`config.mk`:
```
export PLATFORM = sky130hd
export DESIGN_NAME = escaped_frame_deframer_xor_core
export DESIGN_NICKNAME = d
export VERILOG_FILES = /design/src/hw/rtl/efdx_pkg.sv /design/src/hw/rtl/efdx_store.sv /design/src/hw/rtl/escaped_frame_deframer_xor_core.sv
export VERILOG_INCLUDE_DIRS = /design/src /design/src/hw/rtl
export SDC_FILE = /design/constraint.sdc
export NUM_CORES = 1
export LEC_CHECK = 0
export BUFFER_PORTS_ARGS = -buffer_cell sky130_fd_sc_hd__buf_2
export CAP_MARGIN = 40
export CORE_MARGIN = 10
export CORE_UTILIZATION = 50
export DETAILED_ROUTE_END_ITERATION = 16
export PLACE_DENSITY = 0.69
export SLEW_MARGIN = 20
export SYNTH_ARGS = -nofsm -noshare
export SYNTH_HDL_FRONTEND = slang
export SYNTH_SLANG_ARGS = --single-unit
```
`constraint.sdc`:
```
create_clock -name clk -period 6.19 [get_ports clk]
set_input_delay 0.619 -clock clk [delete_from_list [all_inputs] [get_ports clk]]
set_output_delay 0.619 -clock clk [all_outputs]
set_load 0.02 [all_outputs]
```
`src/hw/rtl/escaped_frame_deframer_xor_core_assert.svh`:
```
// ----------------------------------------------------------------------------
// escaped_frame_deframer_xor_core_assert.svh
// assertion macros for the deframer rtl, clocked on clk, reset arst_n
// ----------------------------------------------------------------------------
`ifndef ESCAPED_FRAME_DEFRAMER_XOR_CORE_ASSERT_SVH
`define ESCAPED_FRAME_DEFRAMER_XOR_CORE_ASSERT_SVH

// condition must hold in the same cycle
`define EFDX_ASSERT_IMPLY(label, lhs, rhs, msg) \
	label: assert property (@(posedge clk) disable iff (!arst_n) (lhs) |-> (rhs)) \
		else $error(msg);

// condition must hold in the following cycle
`define EFDX_ASSERT_NEXT(label, lhs, rhs, msg) \
	label: assert property (@(posedge clk) disable iff (!arst_n) (lhs) |=> (rhs)) \
		else $error(msg);

`endif

```
`src/hw/rtl/efdx_pkg.sv`:
```
// ----------------------------------------------------------------------------
// efdx_pkg
// types and constants of the escaped frame deframer with xor checksum
// ----------------------------------------------------------------------------
package efdx_pkg;

	// default size of the frame data buffer
	localparam int unsigned MAX_DATA_DEF = 16;

	// configuration port
	localparam int unsigned CFG_REGS  = 4;
	localparam int unsigned CFG_IDX_W = 2;
	localparam int unsigned CFG_W     = 64;

	localparam logic [CFG_IDX_W-1:0] REG_MAP_0 = 2'd0;
	localparam logic [CFG_IDX_W-1:0] REG_MAP_1 = 2'd1;
	localparam logic [CFG_IDX_W-1:0] REG_MAP_2 = 2'd2;
	localparam logic [CFG_IDX_W-1:0] REG_MAP_3 = 2'd3;

	// framing bytes
	localparam logic [7:0] START_BYTE = 8'h7E;
	localparam logic [7:0] ESC_BYTE   = 8'h7D;
	localparam logic [7:0] ESC_OR     = 8'h70;

	// result status codes
	localparam logic [1:0] STATUS_GOOD     = 2'd0;
	localparam logic [1:0] STATUS_BAD_SUM  = 2'd1;
	localparam logic [1:0] STATUS_TOO_LONG = 2'd2;

	// parser phase
	typedef enum logic [2:0] {
		PH_WAIT = 3'd0,
		PH_TYPE = 3'd1,
		PH_LEN  = 3'd2,
		PH_DATA = 3'd3,
		PH_CSUM = 3'd4
	} phase_t;

	// readout sequencer
	typedef enum logic [1:0] {
		ST_IDLE,
		ST_READ,
		ST_LOAD
	} state_t;

	// one result item
	typedef struct packed {
		logic [7:0] frame_type;
		logic [7:0] frame_length;
		logic [3:0] byte_index;
		logic [7:0] data_byte;
		logic [1:0] status;
		logic       last;
	} result_t;

endpackage

```
`src/hw/rtl/efdx_store.sv`:
```
// ----------------------------------------------------------------------------
// efdx_store
// frame data buffer: one write port, one read port with registered read data
// ----------------------------------------------------------------------------
module efdx_store #(
	parameter int unsigned DEPTH  = 16,
	parameter int unsigned ADDR_W = 4
) (
	input  logic              clk,
	input  logic              wr_en,
	input  logic [ADDR_W-1:0] wr_addr,
	input  logic [7:0]        wr_data,
	input  logic              rd_en,
	input  logic [ADDR_W-1:0] rd_addr,
	output logic [7:0]        rd_data
);

	logic [7:0] mem [DEPTH];

	// write port
	always_ff @(posedge clk) begin
		if (wr_en) begin
			mem[wr_addr] <= wr_data;
		end
	end

	// read port, data valid in the cycle after the address
	always_ff @(posedge clk) begin
		if (rd_en) begin
			rd_data <= mem[rd_addr];
		end
	end

endmodule

```
`src/hw/rtl/escaped_frame_deframer_xor_core.sv`:
```
// ----------------------------------------------------------------------------
// escaped_frame_deframer_xor_core
// byte-stuffed frame parser with xor checksum and a type accept map
// ----------------------------------------------------------------------------
// A new received byte is taken whenever the input is open; the input is
// held off while the output register is full and not being taken, and for
// the whole of a readout. A frame that ends with a good checksum and a
// nonzero length is read out of the data buffer one data byte at a time:
// each is read from the synchronous buffer, then loaded into the output
// register once that is free, so the input stays closed until the last
// byte of such a frame is loaded. Error and empty results are formed
// straight from the received byte. The data buffer needs no clearing after
// reset: only entries written in the current frame are read back.
module escaped_frame_deframer_xor_core
	import efdx_pkg::*;
#(
	parameter int unsigned MAX_DATA = MAX_DATA_DEF
) (
	input  logic                 clk,
	input  logic                 arst_n,
	// configuration
	input  logic                 cfg_write,
	input  logic [CFG_IDX_W-1:0] cfg_index,
	input  logic [CFG_W-1:0]     cfg_data,
	// received bytes
	input  logic                 in_valid,
	output logic                 in_ready,
	input  logic [7:0]           rx_byte,
	// results
	output logic                 out_valid,
	input  logic                 out_ready,
	output logic [7:0]           frame_type,
	output logic [7:0]           frame_length,
	output logic [3:0]           byte_index,
	output logic [7:0]           data_byte,
	output logic [1:0]           status,
	output logic                 last
);

	localparam int unsigned CNT_W  = $clog2(MAX_DATA + 1);
	localparam int unsigned ADDR_W = (MAX_DATA > 1) ? $clog2(MAX_DATA) : 1;
	localparam logic [7:0]       MAX_LEN = 8'(MAX_DATA);
	localparam logic [CNT_W-1:0] MAX_CNT = CNT_W'(MAX_DATA);

	// accept map
	logic [CFG_W-1:0] map_q [CFG_REGS];
	logic [255:0]     acc_map;

	// parser state
	logic             esc_q, esc_d;
	phase_t           phase_q, phase_d;
	logic [7:0]       type_q, type_d;
	logic [7:0]       len_q, len_d;
	logic [7:0]       xor_q, xor_d;
	logic [CNT_W-1:0] cnt_q, cnt_d;

	// readout and output
	state_t           state_q, state_d;
	logic [ADDR_W-1:0] rd_idx_q;
	logic             out_valid_q;
	result_t          out_res_q;
	result_t          res;
	logic             res_load;
	logic             start_drain;
	logic             drain_load;
	logic             rd_en;
	logic             wr_en;
	logic             out_free;
	logic             in_fire;
	logic             rd_last;
	logic [7:0]       rd_data;
	logic [7:0]       cu;
	logic             acc_new;
	logic             acc_held;

	assign out_free = !out_valid_q || out_ready;
	assign in_fire  = in_valid && in_ready;
	assign acc_map  = {map_q[3], map_q[2], map_q[1], map_q[0]};

	// unescaped byte and accept lookups
	assign cu       = esc_q ? (rx_byte | ESC_OR) : rx_byte;
	assign acc_new  = acc_map[cu];
	assign acc_held = acc_map[type_q];

	// configuration registers
	always_ff @(posedge clk or negedge arst_n) begin
		if (!arst_n) begin
			for (int i = 0; i < CFG_REGS; i++) begin
				map_q[i] <= '0;
			end
		end else if (cfg_write) begin
			case (cfg_index)
				REG_MAP_0: map_q[0] <= cfg_data;
				REG_MAP_1: map_q[1] <= cfg_data;
				REG_MAP_2: map_q[2] <= cfg_data;
				REG_MAP_3: map_q[3] <= cfg_data;
				default: ;
			endcase
		end
	end

	// parser next state and direct results
	always_comb begin
		esc_d       = esc_q;
		phase_d     = phase_q;
		type_d      = type_q;
		len_d       = len_q;
		xor_d       = xor_q;
		cnt_d       = cnt_q;
		wr_en       = 1'b0;
		res_load    = 1'b0;
		start_drain = 1'b0;
		res         = '0;
		res.frame_type   = type_q;
		res.frame_length = len_q;
		res.last         = 1'b1;
		if (in_fire) begin
			if (rx_byte == START_BYTE) begin
				esc_d   = 1'b0;
				phase_d = PH_TYPE;
				xor_d   = '0;
			end else if (rx_byte == ESC_BYTE) begin
				esc_d = 1'b1;
			end else begin
				esc_d = 1'b0;
				if (phase_q != PH_CSUM) begin
					xor_d = xor_q ^ cu;
				end
				case (phase_q)
					PH_TYPE: begin
						type_d  = cu;
						phase_d = acc_new ? PH_LEN : PH_WAIT;
					end
					PH_LEN: begin
						len_d = cu;
						if (!acc_held) begin
							phase_d = PH_WAIT;
						end else if (cu == 8'd0) begin
							phase_d = PH_CSUM;
						end else if (cu > MAX_LEN) begin
							res_load         = 1'b1;
							res.frame_length = cu;
							res.status       = STATUS_TOO_LONG;
							phase_d          = PH_WAIT;
						end else begin
							cnt_d   = '0;
							phase_d = PH_DATA;
						end
					end
					PH_DATA: begin
						if (!acc_held || cnt_q >= MAX_CNT) begin
							phase_d = PH_WAIT;
						end else begin
							wr_en = 1'b1;
							cnt_d = cnt_q + 1'b1;
							if (8'(cnt_q) + 8'd1 == len_q) begin
								phase_d = PH_CSUM;
							end
						end
					end
					PH_CSUM: begin
						if (xor_q == cu) begin
							if (len_q == 8'd0) begin
								res_load   = 1'b1;
								res.status = STATUS_GOOD;
							end else begin
								start_drain = 1'b1;
							end
						end else begin
							res_load   = 1'b1;
							res.status = STATUS_BAD_SUM;
						end
						phase_d = PH_WAIT;
					end
					default: ;
				endcase
			end
		end
	end

	// parser registers
	always_ff @(posedge clk or negedge arst_n) begin
		if (!arst_n) begin
			esc_q   <= 1'b0;
			phase_q <= PH_WAIT;
			type_q  <= '0;
			len_q   <= '0;
			xor_q   <= '0;
			cnt_q   <= '0;
		end else begin
			esc_q   <= esc_d;
			phase_q <= phase_d;
			type_q  <= type_d;
			len_q   <= len_d;
			xor_q   <= xor_d;
			cnt_q   <= cnt_d;
		end
	end

	// frame data buffer
	efdx_store #(
		.DEPTH  (MAX_DATA),
		.ADDR_W (ADDR_W)
	) u_store (
		.clk     (clk),
		.wr_en   (wr_en),
		.wr_addr (cnt_q[ADDR_W-1:0]),
		.wr_data (cu),
		.rd_en   (rd_en),
		.rd_addr (rd_idx_q),
		.rd_data (rd_data)
	);

	assign rd_last = (8'(rd_idx_q) + 8'd1 == len_q);

	// readout sequencer next state
	always_comb begin
		state_d = state_q;
		case (state_q)
			ST_IDLE: begin
				if (start_drain) begin
					state_d = ST_READ;
				end
			end
			ST_READ: state_d = ST_LOAD;
			ST_LOAD: begin
				if (out_free) begin
					state_d = rd_last ? ST_IDLE : ST_READ;
				end
			end
			default: state_d = ST_IDLE;
		endcase
	end

	// readout sequencer outputs
	always_comb begin
		in_ready   = 1'b0;
		rd_en      = 1'b0;
		drain_load = 1'b0;
		case (state_q)
			ST_IDLE: in_ready   = out_free;
			ST_READ: rd_en      = 1'b1;
			ST_LOAD: drain_load = out_free;
			default: ;
		endcase
	end

	// sequencer registers
	always_ff @(posedge clk or negedge arst_n) begin
		if (!arst_n) begin
			state_q  <= ST_IDLE;
			rd_idx_q <= '0;
		end else begin
			state_q <= state_d;
			if (start_drain) begin
				rd_idx_q <= '0;
			end else if (drain_load) begin
				rd_idx_q <= rd_idx_q + 1'b1;
			end
		end
	end

	// output register valid
	always_ff @(posedge clk or negedge arst_n) begin
		if (!arst_n) begin
			out_valid_q <= 1'b0;
		end else if (res_load || drain_load) begin
			out_valid_q <= 1'b1;
		end else if (out_ready) begin
			out_valid_q <= 1'b0;
		end
	end

	// output register payload
	always_ff @(posedge clk) begin
		if (res_load) begin
			out_res_q <= res;
		end else if (drain_load) begin
			out_res_q.frame_type   <= type_q;
			out_res_q.frame_length <= len_q;
			out_res_q.byte_index   <= 4'(rd_idx_q);
			out_res_q.data_byte    <= rd_data;
			out_res_q.status       <= STATUS_GOOD;
			out_res_q.last         <= rd_last;
		end
	end

	assign out_valid    = out_valid_q;
	assign frame_type   = out_res_q.frame_type;
	assign frame_length = out_res_q.frame_length;
	assign byte_index   = out_res_q.byte_index;
	assign data_byte    = out_res_q.data_byte;
	assign status       = out_res_q.status;
	assign last         = out_res_q.last;

	// checks
	`include "escaped_frame_deframer_xor_core_assert.svh"

	`EFDX_ASSERT_IMPLY(a_read_in_range, state_q == ST_READ, 8'(rd_idx_q) < len_q, "readout past length")
	`EFDX_ASSERT_IMPLY(a_data_below_len, phase_q == PH_DATA, 8'(cnt_q) < len_q, "data count reached length")
	`EFDX_ASSERT_NEXT(a_load_holds, (state_q == ST_LOAD) && !out_free, state_q == ST_LOAD, "read data dropped")
	`EFDX_ASSERT_IMPLY(a_no_input_in_drain, state_q != ST_IDLE, !in_ready, "input open during readout")

endmodule

```
; Word level (Yosys, flattened, before mapping)
; Memory sizes are Yosys's and may differ from the RTL's. A register that Yosys moved wholly into a read port is not among the register bits.
; Cells that the tools add are included.
[classes]
eq_ne = 23
order_cmp = 4
reduce_logical = 26
bitwise = 3
add_sub_neg = 4
muxes = 74
[ops]
columns = operator, count
row1 = 8-bit two-way mux, 10
row2 = 31-bit two-way mux, 2
row3 = 1-bit two-way mux, 32
row4 = 2-bit two-way mux, 10
row5 = 5-bit two-way mux, 4
row6 = 8-bit by 9-bit < comparator with 1-bit output (second input constant), 2
row7 = 3-bit two-way mux, 6
row8 = 1-bit binary-select mux with 8-bit select, 2
row9 = 8-bit by 7-bit equality test with 1-bit output (second input constant), 2
row10 = 8-bit zero test, 2
row11 = 2-bit inequality test (second input constant), 7
row12 = 3-bit case mux with 4 select lines, 1
row13 = 4-bit AND reduction, 3
row14 = 5-bit case mux with 2 select lines, 1
row15 = 2-bit AND reduction, 5
row16 = 2-bit nonzero test, 5
row17 = 5-bit by 8-bit equality test with 1-bit output, 1
row18 = 6-bit by 8-bit equality test with 1-bit output, 1
row19 = 8-bit equality test, 1
row20 = 8-bit by 5-bit > comparator with 1-bit output (second input constant), 1
row21 = 4-bit two-way mux, 2
row22 = 8-bit AND reduction, 1
row23 = 8-bit XOR, 1
row24 = 7-bit two-way mux, 1
row25 = 22 further kinds, 31
[totals]
output_inout_bits = 33
mem_bits_rw = 128
inputBits = 79
mem_count = 1
regBits = 327
[mem_list]
columns = name, words, word_bits, rd, rd_clocked_by_memory_dff, write_ports, line_no
row1 = u_store.mem, 16, 8, 1, 1, 1, efdx_store.sv:18  ; logic [7:0] mem [DEPTH];

; Longest topological paths before layout
[depth]
word_depth = 11
ltp_mapped = 14
ltp_nobuf = 8

; By module
; A second synthesis with hierarchy kept.
[hier_totals]
cells_unflattened = 1526
hier_area_um2 = 22525.4
[modules_own_cells]
columns = mod, seq_area_each_um2, cells_each, area_each_um2, n_inst
row1 = escaped_frame_deframer_xor_core, 8207.9, 1297, 17297.8, 1
row2 = efdx_store, 4083.9, 229, 5227.5, 1

; Least setup slack after synthesis
; No wires, ideal clock.
[synth_path]
path_kind = input-to-reg
start = input port out_ready
end = register, netlist name frame_length[0]
path_stages = 8
n_path_buf = 1
slack_ns = 2.847
required_time_ns = 5.850
arrival_ns = 3.003
cell_sequence = nor2b_1 -> nor3_1 -> nand2_1 -> a21o_1 -> nor3_1 -> nor4b_2 -> buf_2 -> or2_2
[synth_between]
elab_chain_cells = 5
[synth_lines]
columns = element, line_no
row1 = "start, declared", escaped_frame_deframer_xor_core.sv:31  ; input logic out_ready,
row2 = 1-bit logical OR, escaped_frame_deframer_xor_core.sv:76  ; assign out_free = !out_valid_q || out_ready;
row3 = 1-bit two-way mux, escaped_frame_deframer_xor_core.sv:240  ; case (state_q)
row4 = net in_ready, escaped_frame_deframer_xor_core.sv:27  ; output logic in_ready,
row5 = 1-bit logical AND, escaped_frame_deframer_xor_core.sv:77  ; assign in_fire = in_valid && in_ready;
row6 = 1-bit two-way mux, escaped_frame_deframer_xor_core.sv:117  ; if (in_fire) begin
row7 = 2-bit nonzero test (no source line), n/a
; The timed path passes the listed nets, and every way through them passes these cells.
; A chain may end at the register's enable or synchronous reset.

; Worst setup path in the final report
[layout_path]
start = register type_q[0]
end = register, netlist name frame_length[0]
[layout_between]
elab_chain_cells = 8
[layout_lines]
columns = element, line_no
row1 = "start, declared", escaped_frame_deframer_xor_core.sv:52  ; logic [7:0] type_q, type_d;
row2 = "start signal, assigned", escaped_frame_deframer_xor_core.sv:193  ; type_q <= type_d;
row3 = 1-bit binary-select mux with 8-bit select, escaped_frame_deframer_xor_core.sv:83  ; assign acc_held = acc_map[type_q];
row4 = 1-bit two-way mux (implied by the code), escaped_frame_deframer_xor_core.sv:83
row5 = 1-bit two-way mux, escaped_frame_deframer_xor_core.sv:136  ; if (!acc_held) begin
row6 = 1-bit case mux with 2 select lines, escaped_frame_deframer_xor_core.sv:129  ; case (phase_q)
row7 = 1-bit two-way mux, escaped_frame_deframer_xor_core.sv:122  ; end else if (rx_byte == ESC_BYTE) begin
row8 = 1-bit two-way mux, escaped_frame_deframer_xor_core.sv:118  ; if (rx_byte == START_BYTE) begin
row9 = 1-bit two-way mux, escaped_frame_deframer_xor_core.sv:117
row10 = 2-bit nonzero test (no source line), n/a
; No other way between the ends. The select of a mux whose other input is x is not followed.

==> metrics.cfg <==
[synthesis]
synth_area_um2=22700
synthDistinctLibCells=71
yosysSeqAreaShare=0.542
synthCells=1496
syn_area_per_cell_um2=15.2
synth_seq_cells=463
async_reset_ff_frac=0.639
synth-main-ff-cell=dfrtp_1
syn-num-nets=1580
synth_edf_count=154
yosys_warnings=0

[grt]
antenna_found_initial=5
grt_pass1_vias=14600
overflow=0
grt_usage=0.222
grt_max_degree=142
grt_pass1_wl_um=92300

[sta]
finalMaxSlewViolations=0
fmax_mhz=240
worstMarginPinSlew_ns=0.815
tns_ns=0
min_period_over_period=0.673
finalWorstPathRequiredPeriod_ns=4.17
rsz0062_at_grt=false
hold_violations=2
skew_ns=0.0351
setup_viol=0
slew_headroom=0.456
hold_ws_ns=-0.00729

[power]
p_per_area_nw_per_um2=405
power_leakage_nw=9.99
ir_worst_vdd_uv=245

[placed_design]
gp_congestion=0.895
io_buffers=111
hpwl_um=41400

[detailed_routing]
dr.pass1.iters=6
via_per_inst=6.39
drt.antenna.violating_nets=0
vias=14200
drtIter0Drc=1469
routedWlPerCell_um=26.8
drc_errors=0
wl_um=59600

[die]
dieHeight_um=233
die-area_um2=54300
pin_count=112
start_util=0.503
rows=78
die_w_um=233
coreArea_um2=45100

[clocking]
cts-root-buf=clkbuf_16
hold_buffers=0
numCtsBuffers=49
htree_levels=2
clkSlewWorstSetupHoldPaths_ns=0.06
post_cts_resize_count=0
ctsLongestPathBuffers=3
cts_setup_buffers=0
insertion_delay_ns=0.62
tritoncts=built
cts.sinks=463

[cells_and_area]
final_core_util=0.569
final_layout_size_suffix_gt1_frac=0.400
layout_common_cells=292 x dfrtp_1, 271 x mux2_2, 154 x edfxtp_1
finalNetCount=1667
area_growth_syn_to_layout_pct=13.1
n_fill_cell=3545
layout_commonest_cell=dfrtp_1

[setup_path]
crit_path_end_kind=flip-flop
crit_type=flip-flop to flip-flop
crit_arrival_ns=4.47
startpoint_type=flip-flop
worstPathRequired_ns=6.49
path_max_fanout=29

[hold_path]
min_path_type=primary input to asynchronous set/reset pin

[run_status]
status=complete, but fails checks
violations=hold timing

[job]
cap_violations=0

sequential cells by signal, indices dropped and copies added (netlist names), 8 cells and up:
register,cells
u_store.rd_data,8
data_byte,8
acc_map,256
frame_length,8
type_q,8
xor_q,8
u_store.mem,128
len_q,8
frame_type,8
per-stage QoR:
stage	total power [mW]	cells	area, µm²	hold slack (ns)	setup slack, ns
floorplan	6.33	1496	22700	0.323	2.85
global placement	7.18	2116	23700	0.452	1.88
detailed placement	7.30	2128	23900	0.459	1.90
CTS	10.4	2219	25600	0.0310	1.86
global route	10.9	2224	25700	0.0351	1.78
finish	10.4	2225	25700	-0.00729	2.02
report_power, final:
group / internal (mW) / switching, mW / total (mW) / leakage, nW
clock network: 1.83 / 1.27 / 3.10 / 0.812
registers: 3.68 / 0.597 / 4.28 / 5.01
logic: 1.50 / 1.53 / 3.03 / 4.17
total: 7.01 / 3.39 / 10.4 / 9.99
layout make-up:
cell class              instances  area, µm²  share of cell area
inverters                      14       52.6             0.00205
multi-input cells             907       9850               0.383
flip-flops and latches        463      12300               0.479
clock buffers                  60       1290              0.0501
diodes                          2       5.00            0.000195
well taps                     600        751              0.0292
repair buffers                148       1010              0.0395
clock inverters                31        418              0.0163
metal layers:
metal	part of all wire	track usage
met4	0.033	0.0761
met1	0.41	0.300
met2	0.48	0.350
met5	0.00059	0
met3	0.078	0.0497
cells in the mapped netlist, drive strengths merged, types with 4 or more instances:
cell type  count  share of area
a211oi        10         0.0033
a21o           8         0.0026
a21oi         26         0.0057
a22o           8         0.0031
a22oi         21         0.0069
a31oi          6         0.0017
and3           8         0.0022
and4          18         0.0069
buf           34          0.011
clkbuf        78          0.013
dfrtp        296           0.33
dfxtp         13          0.011
edfxtp       154           0.20
ha             5         0.0028
inv           13         0.0022
mux2         271           0.13
mux2i         74          0.033
mux4         150           0.15
nand2         45         0.0074
nand2b         7         0.0019
nand3         24         0.0053
nor2          41         0.0069
nor2b         23         0.0063
nor3          30         0.0066
nor3b          6         0.0020
nor4           7         0.0019
o211ai         5         0.0017
o21a          10         0.0033
o21ai         22         0.0049
o22ai          7         0.0019
or2            4         0.0011
or3            9         0.0025
xnor2          8         0.0031
xor2          10         0.0039
worst max-delay path, stage by stage (launching register included):
cell and delay, ns:
dfrtp_4 0.67, buf_12 0.28, buf_4 0.24, mux4_1 0.63, a211o_1 0.31, a2111oi_0 0.50
a221o_2 0.34, nor4b_4 0.07, buf_4 0.25, or2_2 0.50
cells by family (layout without fill, tap and decap cells):
logic type,after synthesis,after routing,synth area share
muxes,495,495,0.319
DFF,463,463,0.542
and+or+nand+nor,237,237,0.0566
AOI/OAI and AO/OA,152,152,0.0471
buffers and inverters,126,253,0.0261
xor gates and xnor gates,18,18,0.00695
adders and majority gates,5,5,0.00276
other,0,2,0
worst paths after layout:
check                                            from                    endpoint  slack [ns]  cells after the start
setup / recovery                type_q[0]$_DFFE_PN0P_   frame_length[0]$_DFFE_PP_        2.02                      9
hold / removal                                 arst_n        xor_q[7]$_DFFE_PN0P_      -0.007                      1
setup reg to reg                type_q[0]$_DFFE_PN0P_   frame_length[0]$_DFFE_PP_        2.02                      9
hold reg to reg            byte_index[0]$_SDFFE_PP0P_  byte_index[0]$_SDFFE_PP0P_        0.47                      2
max in group asynchronous                      arst_n       type_q[0]$_DFFE_PN0P_        5.00                      2
min in group clk                         cfg_data[33]     acc_map[33]$_DFFE_PN0P_        0.29                      2
No activity file was read; power rests on OpenSTA's default activity.
